==> config.mk <==
export PLATFORM = sky130hd
export DESIGN_NAME = bridge_adc_frame_averager_core
export DESIGN_NICKNAME = d
export VERILOG_FILES = /design/src/afa_pkg.sv /design/src/bridge_adc_frame_averager_core.sv /design/src/afa_ram.sv
export SDC_FILE = /design/constraint.sdc
export NUM_CORES = 2
export LEC_CHECK = 0
export BUFFER_PORTS_ARGS = -buffer_cell sky130_fd_sc_hd__buf_2
export CAP_MARGIN = 20
export CORE_AREA = 2 2 364 366
export CTS_CLUSTER_SIZE = 14
export DETAILED_ROUTE_END_ITERATION = 10
export DIE_AREA = 0 0 366 368
export HOLD_SLACK_MARGIN = 0.02
export PLACE_DENSITY = 0.7
export SLEW_MARGIN = 10
export SYNTH_ARGS = -nofsm -noshare
export SYNTH_HDL_FRONTEND = slang
export SYNTH_SLANG_ARGS = --single-unit
==> constraint.sdc <==
create_clock -name clk -period 7.7 [get_ports clk]
set_clock_uncertainty 0.1 [all_clocks]
set_input_delay 1.54 -clock clk [delete_from_list [all_inputs] [get_ports clk]]
set_output_delay 1.54 -clock clk [all_outputs]
set_load 0.05 [all_outputs]
==> src/afa_pkg.sv <==
`timescale 1ns / 1ps

package afa_pkg;

  // Item codes on the byte channel
  localparam logic ACT_DRDY = 1'b0;  // data-ready event, restarts the frame
  localparam logic ACT_BYTE = 1'b1;  // one received converter byte

  // Frame layout: byte index at which each byte arrives
  localparam logic [2:0] POS_LOW    = 3'd1;
  localparam logic [2:0] POS_HIGH   = 3'd2;
  localparam logic [2:0] POS_MID    = 3'd3;
  localparam logic [2:0] POS_STATUS = 3'd4;
  localparam logic [2:0] FRAME_LEN  = 3'd5;

  // Status byte bit that flags a converter fault
  localparam int FAULT_BIT = 5;

  // Moving average window and ring defaults
  localparam int WINDOW_LEN         = 16;
  localparam int RING_DEPTH_DEFAULT = 16;
  localparam int ENTRY_W            = 24;

  // Scale register reset, about 0.000287451 in Q0.32
  localparam logic [31:0] SCALE_RESET = 32'd1234593;

  // Saturation limits of the 21-bit weight, as magnitudes
  localparam logic [31:0] WEIGHT_NEG_LIMIT = 32'd1048576;
  localparam logic [31:0] WEIGHT_POS_LIMIT = 32'd1048575;

  typedef struct packed {
    logic       action;
    logic [7:0] rx_byte;
  } byte_item_t;

  typedef struct packed {
    logic               sample_done;
    logic signed [31:0] raw_sample;
    logic signed [20:0] filtered_weight;
    logic               fault_flag;
    logic        [31:0] sample_total;
  } result_item_t;

endpackage

==> src/bridge_adc_frame_averager_core.sv <==
`timescale 1ns / 1ps

// Bridge converter frame reader with a sixteen-sample moving average. One item
// is accepted every cycle while byte_stall is low; each accepted item gives
// exactly one result, registered in turn through frame state update, sum
// magnitude, 32x32 scale multiply and saturation into the result register.
// Items that keep arriving while the result side stalls fill the empty
// pipeline stages before byte_stall rises. The sample ring lives in a RAM of
// RING_DEPTH entries read ahead of use; it has no clearing pass, a fill count
// of the first sixteen stores stands in for the zeroed entries, so the block
// is ready right after reset. cfg_data sets the Q0.32 weight scale, which the
// user must have written only while idle; the block itself does not enforce it.
module bridge_adc_frame_averager_core #(
  parameter int RING_DEPTH = afa_pkg::RING_DEPTH_DEFAULT
) (
  input  logic                  clk,
  input  logic                  rst,
  input  logic                  byte_valid,
  output logic                  byte_stall,
  input  afa_pkg::byte_item_t   byte_item,
  output logic                  result_valid,
  input  logic                  result_stall,
  output afa_pkg::result_item_t result_item,
  input  logic                  cfg_valid,
  output logic                  cfg_ready,
  input  logic [31:0]           cfg_data
);

  localparam int PW  = $clog2(RING_DEPTH);
  localparam int EW  = afa_pkg::ENTRY_W;
  localparam int FCW = $clog2(afa_pkg::WINDOW_LEN + 1);
  localparam logic [PW:0]    LEAVE_OFS = (PW + 1)'(RING_DEPTH - afa_pkg::WINDOW_LEN);
  localparam logic [PW:0]    DEPTH_W   = (PW + 1)'(RING_DEPTH);
  localparam logic [PW-1:0]  PTR_LAST  = PW'(RING_DEPTH - 1);
  localparam logic [FCW-1:0] FILL_FULL = FCW'(afa_pkg::WINDOW_LEN);

  typedef struct packed {
    logic        done;
    logic [31:0] raw;
    logic        fault;
    logic [31:0] total;
  } common_t;

  // Configuration register
  logic [31:0] weight_scale;

  // Frame and filter state
  logic [2:0]     byte_index, byte_index_next;
  logic [7:0]     byte_low, byte_high, byte_mid;
  logic [PW-1:0]  ring_pointer, ring_pointer_next;
  logic [FCW-1:0] fill_count, fill_count_next;
  logic [31:0]    window_sum, window_sum_next;
  logic           fault_latch, fault_latch_next;
  logic [31:0]    sample_counter, sample_counter_next;
  logic [EW-1:0]  last_entry, last_entry_next;

  logic           byte_accept;
  logic           store;
  logic [EW-1:0]  new_entry;
  logic [EW-1:0]  leave_entry;
  logic [EW-1:0]  ram_rdata;
  logic [PW:0]    leave_sum;
  logic [PW-1:0]  leave_addr;

  // Pipeline stages
  logic        s1_valid, s2_valid, s3_valid;
  common_t     s1_com, s2_com, s3_com;
  logic [31:0] s1_sum;
  logic        s2_neg, s3_neg;
  logic [31:0] s2_mag, s3_prod;
  logic [63:0] product;
  logic        ld_out, ld3, ld2, ld1;
  logic [31:0] sat_mag;
  logic [20:0] weight;

  // Stage enables: a stage loads when empty or when it drains this cycle
  assign ld_out      = !result_valid || !result_stall;
  assign ld3         = !s3_valid || ld_out;
  assign ld2         = !s2_valid || ld3;
  assign ld1         = !s1_valid || ld2;
  assign byte_stall  = !ld1;
  assign byte_accept = byte_valid && !byte_stall;
  assign cfg_ready   = 1'b1;

  always_ff @(posedge clk) begin
    if (rst) begin
      weight_scale <= afa_pkg::SCALE_RESET;
    end else if (cfg_valid && cfg_ready) begin
      weight_scale <= cfg_data;
    end
  end

  // Frame sequencing
  always_comb begin
    byte_index_next = byte_index;
    store           = 1'b0;
    if (byte_accept) begin
      if (byte_item.action == afa_pkg::ACT_DRDY) begin
        byte_index_next = '0;
      end else if (byte_index < afa_pkg::FRAME_LEN) begin
        byte_index_next = byte_index + 3'd1;
        store           = (byte_index == afa_pkg::POS_STATUS);
      end
    end
  end

  // Data bytes of the frame; byte zero carries nothing used
  always_ff @(posedge clk) begin
    if (byte_accept && byte_item.action == afa_pkg::ACT_BYTE) begin
      case (byte_index)
        afa_pkg::POS_LOW:  byte_low  <= byte_item.rx_byte;
        afa_pkg::POS_HIGH: byte_high <= byte_item.rx_byte;
        afa_pkg::POS_MID:  byte_mid  <= byte_item.rx_byte;
        default: ;
      endcase
    end
  end

  // Subtracting 0x80000000 just flips the sample MSB
  assign new_entry = {~byte_high[7], byte_high[6:0], byte_mid, byte_low};

  // Entry leaving the window, sixteen stores back
  assign leave_sum  = {1'b0, ring_pointer} + LEAVE_OFS;
  assign leave_addr = (leave_sum >= DEPTH_W) ? PW'(leave_sum - DEPTH_W) : leave_sum[PW-1:0];

  afa_ram #(
    .WIDTH (EW),
    .DEPTH (RING_DEPTH)
  ) u_ring (
    .clk     (clk),
    .wr_en   (store),
    .wr_addr (ring_pointer),
    .wr_data (new_entry),
    .rd_addr (leave_addr),
    .rd_data (ram_rdata)
  );

  // Entries never written read as zero
  assign leave_entry = (fill_count == FILL_FULL) ? ram_rdata : '0;

  // Sample store: sixteenth of an entry is exact, the entry shifted by four
  always_comb begin
    ring_pointer_next   = ring_pointer;
    fill_count_next     = fill_count;
    window_sum_next     = window_sum;
    fault_latch_next    = fault_latch;
    sample_counter_next = sample_counter;
    last_entry_next     = last_entry;
    if (store) begin
      ring_pointer_next   = (ring_pointer == PTR_LAST) ? '0 : ring_pointer + 1'b1;
      fill_count_next     = (fill_count == FILL_FULL) ? fill_count : fill_count + 1'b1;
      window_sum_next     = window_sum
                          - {{4{leave_entry[EW-1]}}, leave_entry, 4'b0}
                          + {{4{new_entry[EW-1]}}, new_entry, 4'b0};
      fault_latch_next    = fault_latch | byte_item.rx_byte[afa_pkg::FAULT_BIT];
      sample_counter_next = sample_counter + 32'd1;
      last_entry_next     = new_entry;
    end
  end

  always_ff @(posedge clk) begin
    if (rst) begin
      byte_index     <= '0;
      ring_pointer   <= '0;
      fill_count     <= '0;
      window_sum     <= '0;
      fault_latch    <= 1'b0;
      sample_counter <= '0;
      last_entry     <= '0;
    end else begin
      byte_index     <= byte_index_next;
      ring_pointer   <= ring_pointer_next;
      fill_count     <= fill_count_next;
      window_sum     <= window_sum_next;
      fault_latch    <= fault_latch_next;
      sample_counter <= sample_counter_next;
      last_entry     <= last_entry_next;
    end
  end

  // Pipeline control
  always_ff @(posedge clk) begin
    if (rst) begin
      s1_valid     <= 1'b0;
      s2_valid     <= 1'b0;
      s3_valid     <= 1'b0;
      result_valid <= 1'b0;
    end else begin
      s1_valid     <= byte_accept || (s1_valid && !ld2);
      s2_valid     <= (s1_valid && ld2) || (s2_valid && !ld3);
      s3_valid     <= (s2_valid && ld3) || (s3_valid && !ld_out);
      result_valid <= (s3_valid && ld_out) || (result_valid && result_stall);
    end
  end

  // Stage 1: snapshot of the state after the item
  always_ff @(posedge clk) begin
    if (byte_accept) begin
      s1_com.done  <= store;
      s1_com.raw   <= {last_entry_next, 8'h00};
      s1_com.fault <= fault_latch_next;
      s1_com.total <= sample_counter_next;
      s1_sum       <= window_sum_next;
    end
  end

  // Stage 2: sign and magnitude of the window sum
  always_ff @(posedge clk) begin
    if (s1_valid && ld2) begin
      s2_com <= s1_com;
      s2_neg <= s1_sum[31];
      s2_mag <= s1_sum[31] ? (32'd0 - s1_sum) : s1_sum;
    end
  end

  // Stage 3: Q0.32 scale, keep the integer part
  assign product = {32'd0, s2_mag} * {32'd0, weight_scale};

  always_ff @(posedge clk) begin
    if (s2_valid && ld3) begin
      s3_com  <= s2_com;
      s3_neg  <= s2_neg;
      s3_prod <= product[63:32];
    end
  end

  // Result: saturate to 21 bits and restore the sign
  always_comb begin
    if (s3_neg) begin
      sat_mag = (s3_prod > afa_pkg::WEIGHT_NEG_LIMIT) ? afa_pkg::WEIGHT_NEG_LIMIT : s3_prod;
      weight  = 21'(32'd0 - sat_mag);
    end else begin
      sat_mag = (s3_prod > afa_pkg::WEIGHT_POS_LIMIT) ? afa_pkg::WEIGHT_POS_LIMIT : s3_prod;
      weight  = sat_mag[20:0];
    end
  end

  always_ff @(posedge clk) begin
    if (s3_valid && ld_out) begin
      result_item.sample_done     <= s3_com.done;
      result_item.raw_sample      <= s3_com.raw;
      result_item.filtered_weight <= weight;
      result_item.fault_flag      <= s3_com.fault;
      result_item.sample_total    <= s3_com.total;
    end
  end

endmodule

==> src/afa_ram.sv <==
`timescale 1ns / 1ps

// Simple dual-port RAM, one write port, one registered read port
module afa_ram #(
  parameter int WIDTH = 24,
  parameter int DEPTH = 16
) (
  input  logic                     clk,
  input  logic                     wr_en,
  input  logic [$clog2(DEPTH)-1:0] wr_addr,
  input  logic [WIDTH-1:0]         wr_data,
  input  logic [$clog2(DEPTH)-1:0] rd_addr,
  output logic [WIDTH-1:0]         rd_data
);

  logic [WIDTH-1:0] mem [DEPTH];

  always_ff @(posedge clk) begin
    if (wr_en) begin
      mem[wr_addr] <= wr_data;
    end
    rd_data <= mem[rd_addr];
  end

endmodule

After elaboration in Yosys (flattened, before gate mapping). Memories as Yosys holds them, arrays and structs flattened. A register that Yosys moved wholly into a read port is not among the register bits. Cells that the tools add are included.

Add/subtract/negate cells: 9. $mul: 1. Div/mod/pow operators: 0. Magnitude comparators: 4. Equality and inequality tests: 7. Shift-type cells: 0. Muxes and demuxes: 18. Bitwise operators: 3. Reduce and logical (&&, ||, !) cells: 31.

Operators with widths (number): $mul A32 B32 Y64 (1); $mux W32 (2); $mux W21 (3); $mux W24 (2); $add A32 B1 Y32 const B (1); $add A32 B32 Y32 (1); $gt A32 B20 Y1 const B (1); $gt A32 B21 Y1 const B (1); $sub A1 B32 Y32 const A (1); $sub A32 B32 Y32 (1); $mux W31 (1); $sub A1 B21 Y21 const A (1); $reduce_and A2 Y1 (5); $logic_and A1 B1 Y1 (9); $logic_not A1 Y1 (9); $logic_or A1 B1 Y1 (8); $mux W4 (2); $eq A3 B2 Y1 const B (2); $mux W1 (6); $mux W3 (2); $add A5 B1 Y5 const B (1); $eq A5 B5 Y1 const B (1); $ge A4 B5 Y1 const B (1); $add A4 B1 Y4 const B (1); other kinds (9) (10).

Flip-flop bits (word level): 512. Bits in latches: 0. Bits in writable memories: 384. ROM bits: 0. Input bits: 46. Output and inout bits: 90. Word-level logic and storage cells: 112. Memories kept: 1.

Memory list: u_ring.mem (depth 16, bits a word 24, read ports 1, clocked after memory_dff 1, wr ports 1, RTL line afa_ram.sv:16) `logic [WIDTH-1:0] mem [DEPTH];`.

Depth between registers and ports, before layout.
Depth in word-level cells: 9. Depth in mapped cells: 27. Mapped depth without buffers: 25.

Cells and area by module. Synthesis repeated with hierarchy kept, for this count alone.

Cell total of the unflattened synthesis: 5677. Area total of the unflattened synthesis: 67121.9 um^2.

Modules (own cells, without submodules): bridge_adc_frame_averager_core (times used 1, cells an instance 5041, area an instance 52191.3 um^2, seq. area each 13793.2 um^2); afa_ram (times used 1, cells an instance 636, area an instance 14930.6 um^2, seq. area each 12011.5 um^2).

Least setup slack after synthesis. OpenSTA, ideal clock, no wires.

Path type: input to register. Start: input port result_stall. End: register result_item[0] in the netlist's numbering, enable pin. Library setup time: 0.637 ns. Data arrival time: 7.253 ns. Data required time: 6.963 ns. Setup slack: -0.290 ns. Cell stages on the path: 1. Path buffers: 0. Cell sequence: a21boi_0.

Word-level cells in the longest chain between the ends: 3.

Ends and longest elaborated chain: start, declared (RTL line bridge_adc_frame_averager_core.sv:22) `input logic result_stall,`; $logic_not A1 Y1 (RTL line bridge_adc_frame_averager_core.sv:77) `assign ld_out = !result_valid || !result_stall;`; $logic_or A1 B1 Y1 (RTL line bridge_adc_frame_averager_core.sv:77); $logic_and A1 B1 Y1 (RTL line bridge_adc_frame_averager_core.sv:239) `if (s3_valid && ld_out) begin`; end, declared (RTL line bridge_adc_frame_averager_core.sv:23) `output afa_pkg::result_item_t result_item,`.

No other way between the ends. A chain may end at the register's enable or synchronous reset.

Worst setup path in the final report.
Start: register s2_mag[15]. End: register s3_prod[28], data pin.

Word-level cells in the longest chain between the ends: 1.

Ends and longest elaborated chain: start, declared (RTL line bridge_adc_frame_averager_core.sv:70) `logic [31:0] s2_mag, s3_prod;`; start signal, assigned (RTL line bridge_adc_frame_averager_core.sv:212) `s2_mag <= s1_sum[31] ? (32'd0 - s1_sum) : s1_sum;`; $mul A32 B32 Y64 (RTL line bridge_adc_frame_averager_core.sv:217) `assign product = {32'd0, s2_mag} * {32'd0, weight_scale};`; named net product[60] (RTL line bridge_adc_frame_averager_core.sv:71) `logic [63:0] product;`; end signal, assigned (RTL line bridge_adc_frame_averager_core.sv:223) `s3_prod <= product[63:32];`; end, declared (RTL line bridge_adc_frame_averager_core.sv:70).

The timed path passes the listed nets, and every way through them passes these cells.

==> results.yml <==
sta:
  fin_setup_tns_ns: 0
  drv_slew: 0
  slew_headroom: 0.327
  finalCriticalPeriod_ns: 7.67
  rsz0062_at_grt: "true"
  finalCritPeriodShare: 0.995
  fmax_ghz: 0.130
  holdWs_ns: 0.309
  tightest_slew_ns: 1.01
  hold_viol: 0
  setup_viol: 0
clock_tree:
  cts_max_level: 3
  clockBufferDepth: 3
  cts_root_buf: "clkbuf_16"
  cts_hold_buf: 0
  cts_tree: "done"
  clkSinkCount: 912
  clk_latency_ns: 0.72
  clk_pin_slew_worst_paths_ns: 0.06
  cts_made_buffers: 93
synthesis:
  synth.largest_area_cell: "edfxtp_1"
  avgSynthCellArea_um2: 11.9
  ys_ff_latch: 912
  synth_edf_count: 754
  netlist_area_um2: 67500
  async_flop_share: 0
  ys_warn_count: 0
  synth_area_leaders: "edfxtp_1 (34%), fa_1 (27%), and2_1 (6.2%), ha_1 (5.6%), inv_1 (5.5%)"
  synth.distinct_cells: 86
  synth.top_cell.area_share: 0.336
  synth.yosys.seq_area_share: 0.382
  synth_flop_cell: "edfxtp_1"
  synthCells: 5653
drt:
  firstDrtPassIters: 6
  vias: 41900
  viasPerCell: 5.38
  post_drt_wl_per_cell_um: 20.5
  finalWirelength_mm: 159
  route.detailed.drc: 0
  drtAntennaViolNets: 0
  drt_iter0_markers: 3404
grt:
  grt_start_max_net_pins: 97
  grt_pass1_vias: 44500
  grt_pass1_wl_mm: 250
  grt_usage: 0.240
  gr-total-overflow: 0
  grt_antenna_before_repair: 2
final_layout:
  most-common-layout-cells: "inv_1 (978), fa_1 (895), edfxtp_1 (754)"
  nets: 7205
  diodes: 0
  drive_gt1_frac: 0.138
  n_fill_cell: 10400
  area.growth.synth_to_final_pct: 12.7
  mostFrequentLayoutCell: "inv_1"
setup_path:
  crit_fanout: 7
  worst_path_largest_cell_delay_ns: 0.55
  cpMostUsedCell: "fa_1"
  worstPathArrival_ns: 7.99
  critPathSlowestCell: "fa_1"
  crit_required_ns: 8.03
  cp-end-kind: "register"
  worstSetupPathType: "reg2reg"
  crit_chain: "buf_12 > buf_12 > and2_1 > fa_1 > fa_1 > inv_1 > fa_1 > fa_1 > inv_1 > fa_1 > fa_1 > fa_2 > fa_1 > ha_2 > nand2_1 > nor2_2 > buf_4 > nor2_1 > o211ai_1 > o2111ai_2 > a21boi_2 > a311oi_2 > xnor2_1"
  cp-start-kind: "register"
die:
  die_width_um: 366
  design.core.area_um2: 131000
  start_util: 0.516
  ioPinCount: 136
  die_y_um: 368
  row_count: 133
  dieArea_um2: 135000
min_path:
  min_path_type: "reg2reg"
placed_design:
  place_congestion: 0.906
  post-dp-hpwl_mm: 120
  io_buffers: 126
run_status:
  status: "completed"
flow_run:
  drv_cap: 0
[through the flow]
stage	util	cell area [um^2]	setup slack, ns	cells
global route	0.581	76100	-0.165	7788
floorplan	-	67700	0.424	5704
finish	0.581	76100	0.0348	7788
detailed placement	0.552	72200	-0.274	7588
global placement	0.552	72200	-0.217	7587
CTS	0.576	75400	-0.0259	7764
[cell type report]
cell class | count | area (um^2) | share of cell area
inverters | 985 | 3700 | 0.0486
clock buffers | 122 | 2510 | 0.0330
multi-input cells | 3517 | 37500 | 0.493
flip-flops and latches | 912 | 25800 | 0.340
clock inverters | 51 | 607 | 0.00798
well taps | 1755 | 2200 | 0.0289
repair buffers | 446 | 3760 | 0.0494
[layer usage]
metal  GRT usage  up-vias  share of wire
met2       0.407     1422           0.49
met1       0.317    21500           0.41
met5           0        -        0.00012
met3      0.0363      283          0.067
li1            -    18700              -
met4      0.0805        2          0.033
[sequential cells by signal, summed over array words and instances (netlist names), 24 cells and up]
register        count
window_sum         29
result_item        79
s1_com             58
u_ring.mem        384
weight_scale       32
s2_com             58
s3_com             58
last_entry         24
sample_counter     32
u_ring.rd_data     24
s3_prod            32
s2_mag             30
s1_sum             29
[cells by family after synthesis]
kind of cell | share of synthesized area
buf+inv | 0.0715
compound gates | 0.0399
flops | 0.382
fa+ha+maj | 0.324
simple gates | 0.121
other cells | 0.000111
xor+xnor | 0.0151
mux | 0.0457
[synthesized netlist by cell type (8+ instances only)]
library cell and count:
inv_1 984, fa_1 904, edfxtp_1 754, and2_1 673, nand2_1 573, ha_1 300
clkbuf_1 259, dfxtp_1 158, mux4_2 120, nor2_1 111, o21ai_0 110, a21oi_1 109
xnor2_1 77, a21o_1 47, nand3_1 40, xor2_1 39, mux2i_1 36, nand4_1 30
and3_1 28, nor3_1 27, buf_1 18, o211ai_1 18, o21bai_1 12, a31oi_1 11
o31ai_1 11, or3_1 11, a211oi_1 10, buf_4 10, nand2b_1 10, nor3b_1 9
o21a_1 9, and4_1 8, or4_1 8
[final timing paths]
kind	slack (ns)	start	end	cells after the start
worst min-delay path	0.31	s1_com[16]	s2_com[16]	0
worst max register to register	0.03	s2_mag[15]	s3_prod[28]	23
worst max-delay path	0.03	s2_mag[15]	s3_prod[28]	23
worst min register to register	0.31	s1_com[16]	s2_com[16]	0
[worst max-delay path: cells and delay by family (launching register included)]
family          cells  cell delay (ns)
compound gates      4             1.04
buf+inv             5             0.64
xor+xnor            1             0.15
flops               1             0.47
simple gates        4             0.56
fa+ha+maj           9             4.41
[repair_timing]
item	4_1_cts	5_1_grt
resized for setup	17	100
setup endpoints to repair	16	19
cloned	0	2
hold endpoints to repair	0	0
buffers inserted	3	21
pin swaps	3	54
Power is left out: the tool's default activity adds up to more than one toggle a clock period on the data nets, which glitch-free logic cannot reach.
